==> src/hdl/sfd_pkg.sv <==
// Shared types, constants and codes for the SLIP frame decoder.
`default_nettype none

package sfd_pkg;

    localparam int BUF_DEPTH_DEF = 64;

    localparam int BYTE_W = 8;
    localparam int WP_W   = 6;
    localparam int POS_W  = 7;
    localparam int LIM_W  = 7;
    localparam int KIND_W = 2;
    localparam int ERR_W  = 2;

    localparam int CFG_IDX_W  = 2;
    localparam int CFG_DATA_W = 7;

    localparam logic [CFG_IDX_W-1:0] CFG_BUFFER_LIMIT      = 2'd0;
    localparam logic [CFG_IDX_W-1:0] CFG_OVERFLOW_KEEPS    = 2'd1;

    localparam logic [LIM_W-1:0] LIMIT_RESET = 7'd64;
    localparam logic [LIM_W-1:0] LIMIT_MIN   = 7'd2;
    localparam logic [POS_W-1:0] POS_SAT     = 7'd127;

    localparam logic [BYTE_W-1:0] SYM_END     = 8'hC0;
    localparam logic [BYTE_W-1:0] SYM_ESC     = 8'hDB;
    localparam logic [BYTE_W-1:0] SYM_ESC_END = 8'hDC;
    localparam logic [BYTE_W-1:0] SYM_ESC_ESC = 8'hDD;

    localparam logic [KIND_W-1:0] KIND_STATUS = 2'd0;
    localparam logic [KIND_W-1:0] KIND_BYTE   = 2'd1;
    localparam logic [KIND_W-1:0] KIND_EMPTY  = 2'd2;

    localparam logic [ERR_W-1:0] ERR_NONE     = 2'd0;
    localparam logic [ERR_W-1:0] ERR_OVERFLOW = 2'd1;
    localparam logic [ERR_W-1:0] ERR_ESCAPE   = 2'd2;

    typedef enum logic [1:0] {
        ST_IDLE,
        ST_EVAL,
        ST_READ,
        ST_SEND
    } state_t;

    typedef enum logic [2:0] {
        RES_NONE,
        RES_OVF,
        RES_ESC_ERR,
        RES_EMPTY,
        RES_FRAME
    } res_sel_t;

    typedef struct packed {
        logic     load_byte;
        res_sel_t emit;
        logic     emit_last;
        logic     clear;
        logic     count;
        logic     store;
        logic     set_pending;
        logic     clr_pending;
        logic     start_drain;
        logic     rd_advance;
    } ctrl_cmd_t;

    typedef struct packed {
        logic ovf;
        logic pending;
        logic byte_end;
        logic byte_esc;
        logic esc_ok;
        logic frame_empty;
        logic keep;
        logic out_free;
        logic drain_last;
    } dp_sts_t;

endpackage

`default_nettype wire

==> src/hdl/sfd_channels.sv <==
// Handshake channel interfaces: received bytes, decoded results, register writes.
`default_nettype none

interface sfd_rx_if;
    logic                             valid;
    logic                             ready;
    logic [sfd_pkg::BYTE_W-1:0]       rx_byte;

    modport source (output valid, output rx_byte, input ready);
    modport sink   (input valid, input rx_byte, output ready);
endinterface

interface sfd_tx_if;
    logic                             valid;
    logic                             ready;
    logic [sfd_pkg::KIND_W-1:0]       kind;
    logic [sfd_pkg::BYTE_W-1:0]       frame_byte;
    logic                             last_of_run;
    logic [sfd_pkg::WP_W-1:0]         frame_length;
    logic [sfd_pkg::ERR_W-1:0]        error_code;
    logic [sfd_pkg::POS_W-1:0]        error_position;

    modport source (output valid, output kind, output frame_byte, output last_of_run,
                    output frame_length, output error_code, output error_position,
                    input ready);
    modport sink   (input valid, input kind, input frame_byte, input last_of_run,
                    input frame_length, input error_code, input error_position,
                    output ready);
endinterface

interface sfd_cfg_if;
    logic                             valid;
    logic                             ready;
    logic [sfd_pkg::CFG_IDX_W-1:0]    reg_index;
    logic [sfd_pkg::CFG_DATA_W-1:0]   wdata;

    modport source (output valid, output reg_index, output wdata, input ready);
    modport sink   (input valid, input reg_index, input wdata, output ready);
endinterface

`default_nettype wire

==> src/hdl/slip_frame_decoder.sv <==
// SLIP frame decoder top level: sequencer plus datapath.
//
//  channel | dir | handshake     | payload
//  rx      | in  | valid/ready   | rx_byte
//  tx      | out | valid/ready   | kind, frame_byte, last_of_run, frame_length,
//          |     |               | error_code, error_position
//  cfg     | in  | valid/ready   | reg_index, wdata (ready always high)
//
// A plain or escape byte is accepted in IDLE and decoded in EVAL; an overflow in keep mode adds a second EVAL pass.
// END with buffered bytes then passes READ and SEND for each byte: each byte needs one registered buffer read.
// Reset is asynchronous and clears all control state; the buffer needs no clearing pass.
// Results leave through an output register; the next byte is taken while one waits there.
// A stalled tx side holds the sequencer only when a new result has to be loaded.
`default_nettype none

module slip_frame_decoder #(
    parameter int BUF_DEPTH = sfd_pkg::BUF_DEPTH_DEF
) (
    input  wire logic  clk,
    input  wire logic  rst_n,
    sfd_rx_if.sink     rx,
    sfd_tx_if.source   tx,
    sfd_cfg_if.sink    cfg
);

    sfd_pkg::ctrl_cmd_t cmd;
    sfd_pkg::dp_sts_t   sts;
    logic               in_ready;

    assign rx.ready  = in_ready;
    assign cfg.ready = 1'b1;

    sfd_ctrl u_ctrl (
        .clk      (clk),
        .rst_n    (rst_n),
        .in_valid (rx.valid),
        .in_ready (in_ready),
        .sts      (sts),
        .cmd      (cmd)
    );

    sfd_datapath #(
        .BUF_DEPTH (BUF_DEPTH)
    ) u_datapath (
        .clk               (clk),
        .rst_n             (rst_n),
        .cmd               (cmd),
        .sts               (sts),
        .rx_byte           (rx.rx_byte),
        .cfg_valid         (cfg.valid),
        .cfg_reg_index     (cfg.reg_index),
        .cfg_wdata         (cfg.wdata),
        .tx_ready          (tx.ready),
        .tx_valid          (tx.valid),
        .tx_kind           (tx.kind),
        .tx_frame_byte     (tx.frame_byte),
        .tx_last_of_run    (tx.last_of_run),
        .tx_frame_length   (tx.frame_length),
        .tx_error_code     (tx.error_code),
        .tx_error_position (tx.error_position)
    );

endmodule

`default_nettype wire

==> src/hdl/sfd_ctrl.sv <==
// Decoder sequencer: accepts a byte, decides its action, drains frames on END.
`default_nettype none

module sfd_ctrl (
    input  wire logic               clk,
    input  wire logic               rst_n,
    input  wire logic               in_valid,
    output logic                    in_ready,
    input  wire sfd_pkg::dp_sts_t   sts,
    output sfd_pkg::ctrl_cmd_t      cmd
);

    sfd_pkg::state_t state_reg;
    sfd_pkg::state_t state_next;

    always_ff @(posedge clk or negedge rst_n)
    begin
        if (!rst_n)
        begin
            state_reg <= sfd_pkg::ST_IDLE;
        end
        else
        begin
            state_reg <= state_next;
        end
    end

    // next state
    always_comb
    begin
        state_next = state_reg;
        unique case (state_reg)
            sfd_pkg::ST_IDLE:
            begin
                if (in_valid)
                begin
                    state_next = sfd_pkg::ST_EVAL;
                end
            end
            sfd_pkg::ST_EVAL:
            begin
                if (sts.ovf)
                begin
                    if (sts.out_free)
                    begin
                        // keep mode decodes the byte again on the cleared frame
                        state_next = sts.keep ? sfd_pkg::ST_EVAL : sfd_pkg::ST_IDLE;
                    end
                end
                else if (sts.pending)
                begin
                    if (sts.esc_ok || sts.out_free)
                    begin
                        state_next = sfd_pkg::ST_IDLE;
                    end
                end
                else if (sts.byte_end)
                begin
                    if (!sts.frame_empty)
                    begin
                        state_next = sfd_pkg::ST_READ;
                    end
                    else if (sts.out_free)
                    begin
                        state_next = sfd_pkg::ST_IDLE;
                    end
                end
                else
                begin
                    state_next = sfd_pkg::ST_IDLE;
                end
            end
            sfd_pkg::ST_READ:
            begin
                state_next = sfd_pkg::ST_SEND;
            end
            sfd_pkg::ST_SEND:
            begin
                if (sts.out_free)
                begin
                    state_next = sts.drain_last ? sfd_pkg::ST_IDLE : sfd_pkg::ST_READ;
                end
            end
            default:
            begin
                state_next = sfd_pkg::ST_IDLE;
            end
        endcase
    end

    // outputs
    always_comb
    begin
        cmd      = '0;
        cmd.emit = sfd_pkg::RES_NONE;
        in_ready = 1'b0;
        unique case (state_reg)
            sfd_pkg::ST_IDLE:
            begin
                in_ready      = 1'b1;
                cmd.load_byte = in_valid;
            end
            sfd_pkg::ST_EVAL:
            begin
                if (sts.ovf)
                begin
                    if (sts.out_free)
                    begin
                        cmd.emit      = sfd_pkg::RES_OVF;
                        // in keep mode only a following END adds a result
                        cmd.emit_last = !sts.keep || !sts.byte_end;
                        cmd.clear     = 1'b1;
                    end
                end
                else if (sts.pending)
                begin
                    if (sts.esc_ok)
                    begin
                        cmd.store       = 1'b1;
                        cmd.clr_pending = 1'b1;
                        cmd.count       = 1'b1;
                    end
                    else if (sts.out_free)
                    begin
                        cmd.emit      = sfd_pkg::RES_ESC_ERR;
                        cmd.emit_last = 1'b1;
                        cmd.clear     = 1'b1;
                        cmd.count     = sts.keep;
                    end
                end
                else if (sts.byte_end)
                begin
                    if (!sts.frame_empty)
                    begin
                        cmd.start_drain = 1'b1;
                        cmd.clear       = 1'b1;
                        cmd.count       = 1'b1;
                    end
                    else if (sts.out_free)
                    begin
                        cmd.emit      = sfd_pkg::RES_EMPTY;
                        cmd.emit_last = 1'b1;
                        cmd.clear     = 1'b1;
                        cmd.count     = 1'b1;
                    end
                end
                else if (sts.byte_esc)
                begin
                    cmd.set_pending = 1'b1;
                    cmd.count       = 1'b1;
                end
                else
                begin
                    cmd.store = 1'b1;
                    cmd.count = 1'b1;
                end
            end
            sfd_pkg::ST_READ:
            begin
                cmd.emit = sfd_pkg::RES_NONE;
            end
            sfd_pkg::ST_SEND:
            begin
                if (sts.out_free)
                begin
                    cmd.emit       = sfd_pkg::RES_FRAME;
                    cmd.emit_last  = sts.drain_last;
                    cmd.rd_advance = 1'b1;
                end
            end
            default:
            begin
                cmd.emit = sfd_pkg::RES_NONE;
            end
        endcase
    end

    a_emit_needs_slot: assert property (@(posedge clk) disable iff (!rst_n)
        (cmd.emit != sfd_pkg::RES_NONE) |-> sts.out_free)
        else $error("result loaded while output register is occupied");

    a_drop_ends_item: assert property (@(posedge clk) disable iff (!rst_n)
        (state_reg == sfd_pkg::ST_EVAL && sts.ovf && !sts.keep && sts.out_free)
        |=> (state_reg == sfd_pkg::ST_IDLE))
        else $error("overflow in drop mode did not end the item");

    a_second_pass_clean: assert property (@(posedge clk) disable iff (!rst_n)
        (state_reg == sfd_pkg::ST_EVAL && sts.ovf && sts.out_free)
        |=> !sts.ovf && !sts.pending)
        else $error("frame not cleared after overflow");

    a_drain_ends: assert property (@(posedge clk) disable iff (!rst_n)
        (state_reg == sfd_pkg::ST_SEND && sts.out_free && sts.drain_last)
        |=> (state_reg == sfd_pkg::ST_IDLE))
        else $error("frame drain ran past its last byte");

endmodule

`default_nettype wire

==> src/hdl/sfd_datapath.sv <==
// Decoder datapath: config registers, frame state, frame buffer and output register.
`default_nettype none

module sfd_datapath #(
    parameter int BUF_DEPTH = sfd_pkg::BUF_DEPTH_DEF
) (
    input  wire logic                             clk,
    input  wire logic                             rst_n,
    input  wire sfd_pkg::ctrl_cmd_t               cmd,
    output sfd_pkg::dp_sts_t                      sts,
    input  wire logic [sfd_pkg::BYTE_W-1:0]       rx_byte,
    input  wire logic                             cfg_valid,
    input  wire logic [sfd_pkg::CFG_IDX_W-1:0]    cfg_reg_index,
    input  wire logic [sfd_pkg::CFG_DATA_W-1:0]   cfg_wdata,
    input  wire logic                             tx_ready,
    output logic                                  tx_valid,
    output logic [sfd_pkg::KIND_W-1:0]            tx_kind,
    output logic [sfd_pkg::BYTE_W-1:0]            tx_frame_byte,
    output logic                                  tx_last_of_run,
    output logic [sfd_pkg::WP_W-1:0]              tx_frame_length,
    output logic [sfd_pkg::ERR_W-1:0]             tx_error_code,
    output logic [sfd_pkg::POS_W-1:0]             tx_error_position
);

    localparam int AW = (BUF_DEPTH > 1) ? $clog2(BUF_DEPTH) : 1;
    localparam logic [sfd_pkg::LIM_W-1:0] DEPTH_LIM = sfd_pkg::LIM_W'(BUF_DEPTH);

    logic [sfd_pkg::LIM_W-1:0]  limit_reg;
    logic                       keep_reg;
    logic [sfd_pkg::BYTE_W-1:0] byte_reg;
    logic [sfd_pkg::WP_W-1:0]   wp_reg;
    logic [sfd_pkg::WP_W-1:0]   wp_next;
    logic                       pending_reg;
    logic                       pending_next;
    logic [sfd_pkg::POS_W-1:0]  bsr_reg;
    logic [sfd_pkg::POS_W-1:0]  bsr_next;
    logic [sfd_pkg::POS_W-1:0]  bsr_base;
    logic [sfd_pkg::WP_W-1:0]   len_reg;
    logic [sfd_pkg::WP_W-1:0]   rd_cnt_reg;
    logic [sfd_pkg::WP_W-1:0]   rd_cnt_next;
    logic [sfd_pkg::BYTE_W-1:0] rdata_reg;
    logic [sfd_pkg::LIM_W-1:0]  limit_eff;
    logic [sfd_pkg::BYTE_W-1:0] store_val;
    logic                       tx_valid_reg;
    logic                       tx_valid_next;
    logic [sfd_pkg::KIND_W-1:0] kind_reg;
    logic [sfd_pkg::BYTE_W-1:0] fbyte_reg;
    logic                       last_reg;
    logic [sfd_pkg::WP_W-1:0]   flen_reg;
    logic [sfd_pkg::ERR_W-1:0]  err_reg;
    logic [sfd_pkg::POS_W-1:0]  epos_reg;

    logic [sfd_pkg::BYTE_W-1:0] mem [BUF_DEPTH];

    // configuration
    always_ff @(posedge clk or negedge rst_n)
    begin
        if (!rst_n)
        begin
            limit_reg <= sfd_pkg::LIMIT_RESET;
            keep_reg  <= 1'b0;
        end
        else if (cfg_valid)
        begin
            case (cfg_reg_index)
                sfd_pkg::CFG_BUFFER_LIMIT:   limit_reg <= cfg_wdata;
                sfd_pkg::CFG_OVERFLOW_KEEPS: keep_reg  <= cfg_wdata[0];
                default:                     limit_reg <= limit_reg;
            endcase
        end
    end

    // clamp the limit to [2, BUF_DEPTH]
    always_comb
    begin
        if (limit_reg > DEPTH_LIM)
        begin
            limit_eff = DEPTH_LIM;
        end
        else if (limit_reg < sfd_pkg::LIMIT_MIN)
        begin
            limit_eff = sfd_pkg::LIMIT_MIN;
        end
        else
        begin
            limit_eff = limit_reg;
        end
    end

    always_comb
    begin
        if (pending_reg)
        begin
            store_val = (byte_reg == sfd_pkg::SYM_ESC_END) ? sfd_pkg::SYM_END
                                                           : sfd_pkg::SYM_ESC;
        end
        else
        begin
            store_val = byte_reg;
        end
    end

    always_comb
    begin
        wp_next = wp_reg;
        if (cmd.clear)
        begin
            wp_next = '0;
        end
        else if (cmd.store)
        begin
            wp_next = wp_reg + 1'b1;
        end

        pending_next = pending_reg;
        if (cmd.clear || cmd.clr_pending)
        begin
            pending_next = 1'b0;
        end
        else if (cmd.set_pending)
        begin
            pending_next = 1'b1;
        end

        // count applies after any clear of the same step
        bsr_base = cmd.clear ? '0 : bsr_reg;
        bsr_next = bsr_base;
        if (cmd.count && bsr_base < sfd_pkg::POS_SAT)
        begin
            bsr_next = bsr_base + 1'b1;
        end

        rd_cnt_next = rd_cnt_reg;
        if (cmd.start_drain)
        begin
            rd_cnt_next = '0;
        end
        else if (cmd.rd_advance)
        begin
            rd_cnt_next = rd_cnt_reg + 1'b1;
        end
    end

    always_ff @(posedge clk or negedge rst_n)
    begin
        if (!rst_n)
        begin
            wp_reg      <= '0;
            pending_reg <= 1'b0;
            bsr_reg     <= '0;
            len_reg     <= '0;
            rd_cnt_reg  <= '0;
        end
        else
        begin
            wp_reg      <= wp_next;
            pending_reg <= pending_next;
            bsr_reg     <= bsr_next;
            rd_cnt_reg  <= rd_cnt_next;
            if (cmd.start_drain)
            begin
                len_reg <= wp_reg;
            end
        end
    end

    always_ff @(posedge clk)
    begin
        if (cmd.load_byte)
        begin
            byte_reg <= rx_byte;
        end
    end

    // frame buffer, one write and one registered read port
    always_ff @(posedge clk)
    begin
        if (cmd.store)
        begin
            mem[wp_reg[AW-1:0]] <= store_val;
        end
        rdata_reg <= mem[rd_cnt_reg[AW-1:0]];
    end

    // output register
    always_comb
    begin
        tx_valid_next = tx_valid_reg;
        if (cmd.emit != sfd_pkg::RES_NONE)
        begin
            tx_valid_next = 1'b1;
        end
        else if (tx_ready)
        begin
            tx_valid_next = 1'b0;
        end
    end

    always_ff @(posedge clk or negedge rst_n)
    begin
        if (!rst_n)
        begin
            tx_valid_reg <= 1'b0;
        end
        else
        begin
            tx_valid_reg <= tx_valid_next;
        end
    end

    always_ff @(posedge clk)
    begin
        if (cmd.emit != sfd_pkg::RES_NONE)
        begin
            last_reg  <= cmd.emit_last;
            kind_reg  <= sfd_pkg::KIND_STATUS;
            fbyte_reg <= '0;
            flen_reg  <= '0;
            err_reg   <= sfd_pkg::ERR_NONE;
            epos_reg  <= '0;
            unique case (cmd.emit)
                sfd_pkg::RES_OVF:
                begin
                    err_reg  <= sfd_pkg::ERR_OVERFLOW;
                    epos_reg <= bsr_reg;
                end
                sfd_pkg::RES_ESC_ERR:
                begin
                    err_reg  <= sfd_pkg::ERR_ESCAPE;
                    epos_reg <= bsr_reg;
                end
                sfd_pkg::RES_EMPTY:
                begin
                    kind_reg <= sfd_pkg::KIND_EMPTY;
                end
                sfd_pkg::RES_FRAME:
                begin
                    kind_reg  <= sfd_pkg::KIND_BYTE;
                    fbyte_reg <= rdata_reg;
                    flen_reg  <= len_reg;
                end
                default:
                begin
                    kind_reg <= sfd_pkg::KIND_STATUS;
                end
            endcase
        end
    end

    always_comb
    begin
        sts.ovf         = ({1'b0, wp_reg} + sfd_pkg::LIMIT_MIN) > limit_eff;
        sts.pending     = pending_reg;
        sts.byte_end    = (byte_reg == sfd_pkg::SYM_END);
        sts.byte_esc    = (byte_reg == sfd_pkg::SYM_ESC);
        sts.esc_ok      = (byte_reg == sfd_pkg::SYM_ESC_END)
                          || (byte_reg == sfd_pkg::SYM_ESC_ESC);
        sts.frame_empty = (wp_reg == '0);
        sts.keep        = keep_reg;
        sts.out_free    = !tx_valid_reg || tx_ready;
        sts.drain_last  = (sfd_pkg::WP_W'(rd_cnt_reg + 1'b1) == len_reg);
    end

    assign tx_valid          = tx_valid_reg;
    assign tx_kind           = kind_reg;
    assign tx_frame_byte     = fbyte_reg;
    assign tx_last_of_run    = last_reg;
    assign tx_frame_length   = flen_reg;
    assign tx_error_code     = err_reg;
    assign tx_error_position = epos_reg;

    a_store_in_range: assert property (@(posedge clk) disable iff (!rst_n)
        cmd.store |-> ({1'b0, wp_reg} < DEPTH_LIM))
        else $error("frame buffer written beyond its depth");

endmodule

`default_nettype wire

==> src/flat_wrapper.sv <==
// flat-port wrapper written by rule: the top's interface ports become plain ports
module slip_frame_decoder_flat 
#(
    parameter int BUF_DEPTH = sfd_pkg::BUF_DEPTH_DEF
)
  (clk, rst_n, rx_valid, rx_rx_byte, rx_ready, tx_valid, tx_kind, tx_frame_byte, tx_last_of_run, tx_frame_length, tx_error_code, tx_error_position, tx_ready, cfg_valid, cfg_reg_index, cfg_wdata, cfg_ready);
  sfd_rx_if rx_i ();
  sfd_tx_if tx_i ();
  sfd_cfg_if cfg_i ();
  input  wire logic clk;
  input  wire logic rst_n;
  input wire logic [$bits(rx_i.valid)-1:0] rx_valid;
  input wire logic [$bits(rx_i.rx_byte)-1:0] rx_rx_byte;
  output wire logic [$bits(rx_i.ready)-1:0] rx_ready;
  output wire logic [$bits(tx_i.valid)-1:0] tx_valid;
  output wire logic [$bits(tx_i.kind)-1:0] tx_kind;
  output wire logic [$bits(tx_i.frame_byte)-1:0] tx_frame_byte;
  output wire logic [$bits(tx_i.last_of_run)-1:0] tx_last_of_run;
  output wire logic [$bits(tx_i.frame_length)-1:0] tx_frame_length;
  output wire logic [$bits(tx_i.error_code)-1:0] tx_error_code;
  output wire logic [$bits(tx_i.error_position)-1:0] tx_error_position;
  input wire logic [$bits(tx_i.ready)-1:0] tx_ready;
  input wire logic [$bits(cfg_i.valid)-1:0] cfg_valid;
  input wire logic [$bits(cfg_i.reg_index)-1:0] cfg_reg_index;
  input wire logic [$bits(cfg_i.wdata)-1:0] cfg_wdata;
  output wire logic [$bits(cfg_i.ready)-1:0] cfg_ready;
  assign rx_i.valid = rx_valid;
  assign rx_i.rx_byte = rx_rx_byte;
  assign rx_ready = rx_i.ready;
  assign tx_valid = tx_i.valid;
  assign tx_kind = tx_i.kind;
  assign tx_frame_byte = tx_i.frame_byte;
  assign tx_last_of_run = tx_i.last_of_run;
  assign tx_frame_length = tx_i.frame_length;
  assign tx_error_code = tx_i.error_code;
  assign tx_error_position = tx_i.error_position;
  assign tx_i.ready = tx_ready;
  assign cfg_i.valid = cfg_valid;
  assign cfg_i.reg_index = cfg_reg_index;
  assign cfg_i.wdata = cfg_wdata;
  assign cfg_ready = cfg_i.ready;
  slip_frame_decoder #(.BUF_DEPTH(BUF_DEPTH)) u_core (.clk(clk), .rst_n(rst_n), .rx(rx_i), .tx(tx_i), .cfg(cfg_i));
endmodule
==> config.mk <==
export PLATFORM = sky130hd
export DESIGN_NAME = slip_frame_decoder_flat
export DESIGN_NICKNAME = d
export VERILOG_FILES = /design/src/hdl/sfd_pkg.sv /design/src/hdl/sfd_channels.sv /design/src/hdl/slip_frame_decoder.sv /design/src/hdl/sfd_ctrl.sv /design/src/hdl/sfd_datapath.sv /design/src/flat_wrapper.sv
export SDC_FILE = /design/constraint.sdc
export NUM_CORES = 1
export LEC_CHECK = 0
export BUFFER_PORTS_ARGS = -buffer_cell sky130_fd_sc_hd__buf_2
export CAP_MARGIN = 40
export CORE_MARGIN = 2
export CORE_UTILIZATION = 62
export DETAILED_ROUTE_END_ITERATION = 6
export HOLD_SLACK_MARGIN = 0.15
export MAX_ROUTING_LAYER = met4
export PLACE_DENSITY = 0.76
export REMOVE_ABC_BUFFERS = 1
export SETUP_SLACK_MARGIN = 0.05
export SLEW_MARGIN = 20
export SYNTH_ARGS = -nofsm -noshare
export SYNTH_HDL_FRONTEND = slang
export SYNTH_SLANG_ARGS = --single-unit
==> constraint.sdc <==
create_clock -name clk -period 4.8 [get_ports clk]
set_clock_uncertainty 0.2 [all_clocks]
set_input_delay 0.24 -clock clk [delete_from_list [all_inputs] [get_ports clk]]
set_output_delay 0.24 -clock clk [all_outputs]
set_load 0.05 [all_outputs]
# After elaboration in Yosys (flattened, before gate mapping)
# Memory sizes are Yosys's and may differ from the RTL's. A register that Yosys moved wholly into a read port is not among the register bits.
# Index checks and enable logic that the tools add are counted.
[word_totals]
reg_bits = 71
ramBits = 512
input_bits = 22
memories = 1
word_cells = 128
output_inout_bits = 29
[mem_list]
columns = ["name", "depth", "word_bits", "rd", "rd_clocked_by_memory_dff", "write_ports", "line", "rtl"]
rows = [
  ["u_core.u_datapath.mem", 64, 8, 1, 1, 1, "sfd_datapath.sv:53", "logic [sfd_pkg::BYTE_W-1:0] mem [BUF_DEPTH];"],
]
[classes]
addsub = 4
n_mux = 64
n_reduce_logical = 21
eq_ne = 18
magnitude_cmp = 4
[op_table]
columns = ["cell", "n"]
rows = [
  ["6-bit two-way mux", 10],
  ["7-bit two-way mux", 5],
  ["8-bit == test (second input constant)", 4],
  ["5-bit two-way mux", 6],
  ["2-bit two-way mux", 12],
  ["1-bit two-way mux", 21],
  ["6-bit by 1-bit adder with 6-bit output (second input constant)", 2],
  ["4-bit two-way mux", 3],
  ["8-bit two-way mux", 1],
  ["2-bit one-hot mux with 2 select lines", 2],
  ["2-bit one-hot mux with 4 select lines", 1],
  ["2-bit nonzero test", 4],
  ["6-bit by 2-bit adder with 7-bit output (second input constant)", 1],
  ["7-bit by 1-bit adder with 7-bit output (second input constant)", 1],
  ["7-bit > comparator", 1],
  ["7-bit > comparator (second input constant)", 1],
  ["7-bit by 2-bit < comparator with 1-bit output (second input constant)", 1],
  ["7-bit < comparator (second input constant)", 1],
  ["3-bit by 2-bit == test with 1-bit output (second input constant)", 2],
  ["6-bit == test", 1],
  ["6-bit zero test", 1],
  ["3-bit one-hot mux with 2 select lines", 1],
  ["1-bit logical OR", 5],
  ["5-bit inequality test (second input constant)", 1],
  ["other kinds (16)", 23],
]

# Depth between registers and ports, before layout
[depth]
ltp_word = 17
depth_mapped = 17
ltp_nobuf = 15

# Modules after synthesis
# From an unflattened synthesis, not the netlist that was laid out.
[unflattened]
hier_cells = 1218
hier_area_um2 = 23501.3
[modules_own_cells]
columns = ["module", "instances", "seq_area_each_um2", "area_per_inst_um2", "cells_per_inst"]
rows = [
  ["sfd_datapath", 1, 17433.0, 23201.0, 1176],
  ["sfd_ctrl", 1, 50.0, 289.0, 40],
  ["slip_frame_decoder", 1, 0.0, 11.3, 2],
]

# Least setup slack after synthesis
# No wires, ideal clock.
[synth_path]
kind = "register to register"
from = "register u_core.u_datapath.pending_reg"
to = "memory u_core.u_datapath.mem[0][4] (netlist name) (data pin)"
path_stages_with_launch = 3
t_required_ns = 3.898
setup_ns = 0.702
period_less_slack_ns = 4.042
arrival_time_ns = 3.140
n_path_buf = 1
path_slack_ns = 0.758
cell_sequence = "dfrtp_1 clkbuf_1 o21ai_0"
[synth_between]
elab_chain_len = 1
[synth_lines]
columns = ["element", "line", "rtl"]
rows = [
  ["from (decl)", "sfd_datapath.sv:33", "logic pending_reg;"],
  ["from (signal assigned)", "sfd_datapath.sv:157", "pending_reg <= pending_next;"],
  ["8-bit two-way mux", "sfd_datapath.sv:92", "if (pending_reg)"],
  ["named net u_core.u_datapath.store_val (one bit)", "sfd_datapath.sv:43", "logic [sfd_pkg::BYTE_W-1:0] store_val;"],
  ["to (decl)", "sfd_datapath.sv:53", ""],
]
# The timed path passes the listed nets, and every way through them passes these cells.

# Final worst setup path
[layout_path]
from = "register u_core.u_datapath.wp_reg[2] (netlist name)"
to = "register u_core.u_datapath.bsr_reg[6] (netlist name)"
[layout_between]
elab_chain_len = 10
elab_cells_between_ends = 15
classes_between = "2 x add/sub; 2 x order compare; 9 x mux; 2 x reduce/logical"
[layout_lines]
columns = ["element", "line", "rtl"]
rows = [
  ["from (decl)", "sfd_datapath.sv:31", "logic [sfd_pkg::WP_W-1:0] wp_reg;"],
  ["from (signal assigned)", "sfd_datapath.sv:156", "wp_reg <= wp_next;"],
  ["branches (longest 5 deep; another with 6-bit by 2-bit adder with 7-bit output)", "--", ""],
  ["6-bit two-way mux *", "sfd_ctrl.sv:97", "unique case (state_reg)"],
  ["7-bit two-way mux", "sfd_datapath.sv:126", "bsr_base = cmd.clear ? '0 : bsr_reg;"],
  ["7-bit < comparator", "sfd_datapath.sv:128", "if (cmd.count && bsr_base < sfd_pkg::POS_SAT)"],
  ["1-bit logical AND", "sfd_datapath.sv:128", ""],
  ["7-bit two-way mux *", "sfd_datapath.sv:128", ""],
  ["named net u_core.u_datapath.bsr_next (one bit)", "sfd_datapath.sv:36", "logic [sfd_pkg::POS_W-1:0] bsr_next;"],
  ["to (signal assigned)", "sfd_datapath.sv:158", "bsr_reg <= bsr_next;"],
  ["to (decl)", "sfd_datapath.sv:35", "logic [sfd_pkg::POS_W-1:0] bsr_reg;"],
]
# Mark *: on every way through the listed nets, which the timed path passes.
# A chain may end at the register's enable or synchronous reset.

==> out/qor.txt <==
Setup TNS: 0 ns
Outcome: complete, but fails checks
Number of clock sinks: 591
Fin crit share: 90.2%
Initial Util: 62.7%
Commonest non-fill, non-tap cell in the layout: edfxtp_1
Period minus WS final: 4.33 ns
HPWL Detailed: 31.1 mm
Tot Pwr: 0.0158 W
Pwr Density: 583 mW/mm^2
Largest net degree at the start of global routing: 65
Die H: 199 um
Setup violators final: 0
Adder-Cell Fraction of Synth Area: 0.799%
First-pass GRT wire length: 77.8 mm
Drt wl/cell: 27.7 um
Die area: 0.0395 mm^2
Post-DRT Antenna Nets: 0
Vias/cell: 6.40
R2R Path End: u_core.u_datapath.bsr_reg[6]
Endpoint class of the critical path: register
H-tree levels: 2
Ys async rst share: 6.26%
Total global-route track usage: 28.5%
Final weighted congestion in routability-driven placement: 0.899
CTS tree: done
Synth warnings: 0
Vias in the first global route: 12114
Final WL: 52.1 mm
Slew Limit Fails: 0
Vias: 12049
I/O pin cnt: 51
Crit-path max FO: 13
Fmax: 231 MHz
Flop-to-flop setup slack: 0.47 ns
Pre-CTS WS: 0.602 ns
Initial DRT Pass Iterations: 7
Maximum capacitance violations: 0
Setup Buffers After CTS: 0
Largest family of logic cells by synthesized area: multiplexers
CP cell instances: ha_1, nand3_1, xnor2_1, ha_1, nand4_1, a21o_1, a31oi_1, nor2_1, or2_2, nor2_1, ha_1, nand4_1, nor4_1, xnor2_1, nor2_1
Area after DPL: 0.0248 mm^2
Grt ovf: 0
DIE WIDTH: 199 um
Synth unique cells: 58
Crit path capture: u_core.u_datapath.bsr_reg[6]
Largest register FFs: 512
Initial antenna violation count: 0
Cell area after synthesis: 0.0235 mm^2
DRC violations left: 1
Register area share after synthesis: 74.4%
Lkg Pwr: 9.01 nW
Critical Path Start Type: register
Max_slew headroom: 44.8%
Antenna cells: 0
FILL cells: 2213
HP Class: input port to register
CP Depth: 15
Worst-Margin Slew: 0.825 ns
Failing checks: DRC
Post-synthesis simple-gate area fraction: 4.90%
Max IR drop VDD: 0.363 mV
Core Box Area: 0.0375 mm^2
Crit Path Class: register to register
Cells after Synth: 1166
Cell area after layout: 0.0271 mm^2
Slowest CP cell: dfrtp_1
Final WS setup: 0.470 ns
Final hold viol count: 0
Top cell family by delay on the critical path: simple AND/OR/NAND/NOR gates
WP data arrival: 4.60 ns
Row cnt: 71
Layout cell share with drive strength beyond 1: 29.0%
CP startpoint: u_core.u_datapath.wp_reg[2]
DRT iter0 DRCs: 1247
Mux contribution to synthesized area: 16.1%
Max Root-Sink Buffers: 3
#FFs+latches synth: 591
Dominant synthesized flop cell: edfxtp_1
CP peak stage delay: 0.48 ns
Syn avg cell area: 20.2 um^2
Most frequent cells in the layout: edfxtp_1 (546), mux4_2 (160), nor2_1 (88)
Post-synth EDFFs: 546
R2R cell count: 15
I/O Buffers: 49
Post-Synth XOR/XNOR Area: 0.857%
Compound-cell area share of the yosys netlist: 1.72%
Inserted Clock Buffers: 56
Buf/Inv on CP: 0
RSZ-0062 raised after global routing: false
CTS clk-pin slew, worst paths: 0.06 ns
CTS root buf: clkbuf_16
Req. time, crit path: 5.07 ns
Worst reg2reg startpoint: u_core.u_datapath.wp_reg[2]
Area grow syn2layout: 15.3%
Clk Latency, worst-skew pair: 0.60 ns
Nets: 1365
[synthesized netlist by cell type (2+ instances only)]
cell	number	area share (%)
and3_1	5	0.13
or2_2	5	0.13
nand4_1	8	0.21
a21oi_1	11	0.23
nand3b_1	3	0.096
a21o_1	2	0.064
nor2b_1	7	0.19
and4b_1	2	0.085
buf_2	17	0.36
a211o_1	2	0.075
inv_1	13	0.21
ha_1	15	0.80
nand2b_1	5	0.13
o21ai_0	8	0.17
a31oi_1	3	0.080
mux4_2	160	15
a21boi_0	2	0.064
nor2_1	89	1.4
nand3_1	13	0.28
a22oi_1	16	0.51
dfrtp_1	36	3.8
edfxtp_1	546	70
nor3_1	16	0.34
or4b_1	2	0.085
mux2_2	13	0.62
dfxtp_1	8	0.68
nor4_1	4	0.11
mux2i_1	3	0.13
nand4b_1	2	0.075
and2_1	26	0.69
xnor2_1	18	0.67
clkbuf_1	26	0.42
nand2_1	35	0.56
nor3b_1	3	0.096
buf_1	14	0.22
or3_1	2	0.053
xor2_1	5	0.19
[metrics by stage]
stage | cells | util, % | hold slack, ns
after floorplan | 1108 | - | -0.256
after global placement | 1736 | 66.0 | 0.190
after detailed placement | 1742 | 66.3 | -0.0822
after CTS | 1881 | 72.1 | 0.152
after global routing | 1884 | 72.3 | 0.173
final | 1884 | 72.3 | 0.197
[where the power goes]
group / internal (W) / total [W] / leakage (nW) / switching [W]
registers: 0.00626 / 0.00660 / 5.46 / 0.000333
clock network: 0.00261 / 0.00443 / 0.898 / 0.00183
logic: 0.00202 / 0.00476 / 2.65 / 0.00273
total: 0.0109 / 0.0158 / 9.01 / 0.00489
[layout make-up]
| cell class | count | area (um^2) | share of cell area [%] |
|---|---|---|---|
| clock buffer | 80 | 1540 | 5.70 |
| multi-input combinational | 504 | 5780 | 21.3 |
| timing repair buffer | 162 | 1300 | 4.79 |
| sequential | 591 | 17500 | 64.6 |
| tap | 511 | 639 | 2.36 |
| clock inverter | 23 | 288 | 1.06 |
| inverter | 13 | 48.8 | 0.180 |
[worst reg2reg max path, cell delays in order, from the launching register on]
cell and delay [ns]:
dfrtp_1 0.48, ha_1 0.36, nand3_1 0.21, xnor2_1 0.18, ha_1 0.31, nand4_1 0.15, a21o_1 0.22, a31oi_1 0.40
nor2_1 0.18, or2_2 0.46, nor2_1 0.16, ha_1 0.21, nand4_1 0.12, nor4_1 0.33, xnor2_1 0.16, nor2_1 0.06
[layer usage]
metal / track usage (%) / vias to the layer above / routed length (um)
li1: - / 5074 / -
met1: 39.5 / 6250 / 20400
met2: 43.6 / 623 / 25700
met3: 5.88 / 102 / 4560
met4: 9.20 / 0 / 1500
met5: - / - / 0
[worst min path at each step]
stage	startpoint	cells past startpoint	endpoint	slack, ns
after global placement	rst_n	1	u_core.u_datapath.bsr_reg[2]	0.19
final	rx_rx_byte[0]	2	u_core.u_datapath.byte_reg[0]	0.20
after CTS	rx_rx_byte[0]	2	u_core.u_datapath.byte_reg[0]	0.15
after floorplan	rst_n	0	u_core.u_ctrl.state_reg[0]	-0.26
after detailed placement	rst_n	1	u_core.u_datapath.bsr_reg[3]	-0.08
after global routing	rx_rx_byte[0]	2	u_core.u_datapath.byte_reg[0]	0.17
[what timing repair did]
| action | 4_1_cts | 5_1_grt |
|---|---|---|
| gates resized for setup | 0 | 0 |
| hold endpoints to repair | 66 | 0 |
| hold buffers | 36 | 0 |
[kinds of logic after synthesis]
logic type | count (synthesis)
other cells | 1
compound gates | 57
xor+xnor | 23
flops | 591
fa+ha+maj | 15
buf+inv | 71
simple gates | 232
mux | 176
(Power assumes the default switching activity.)
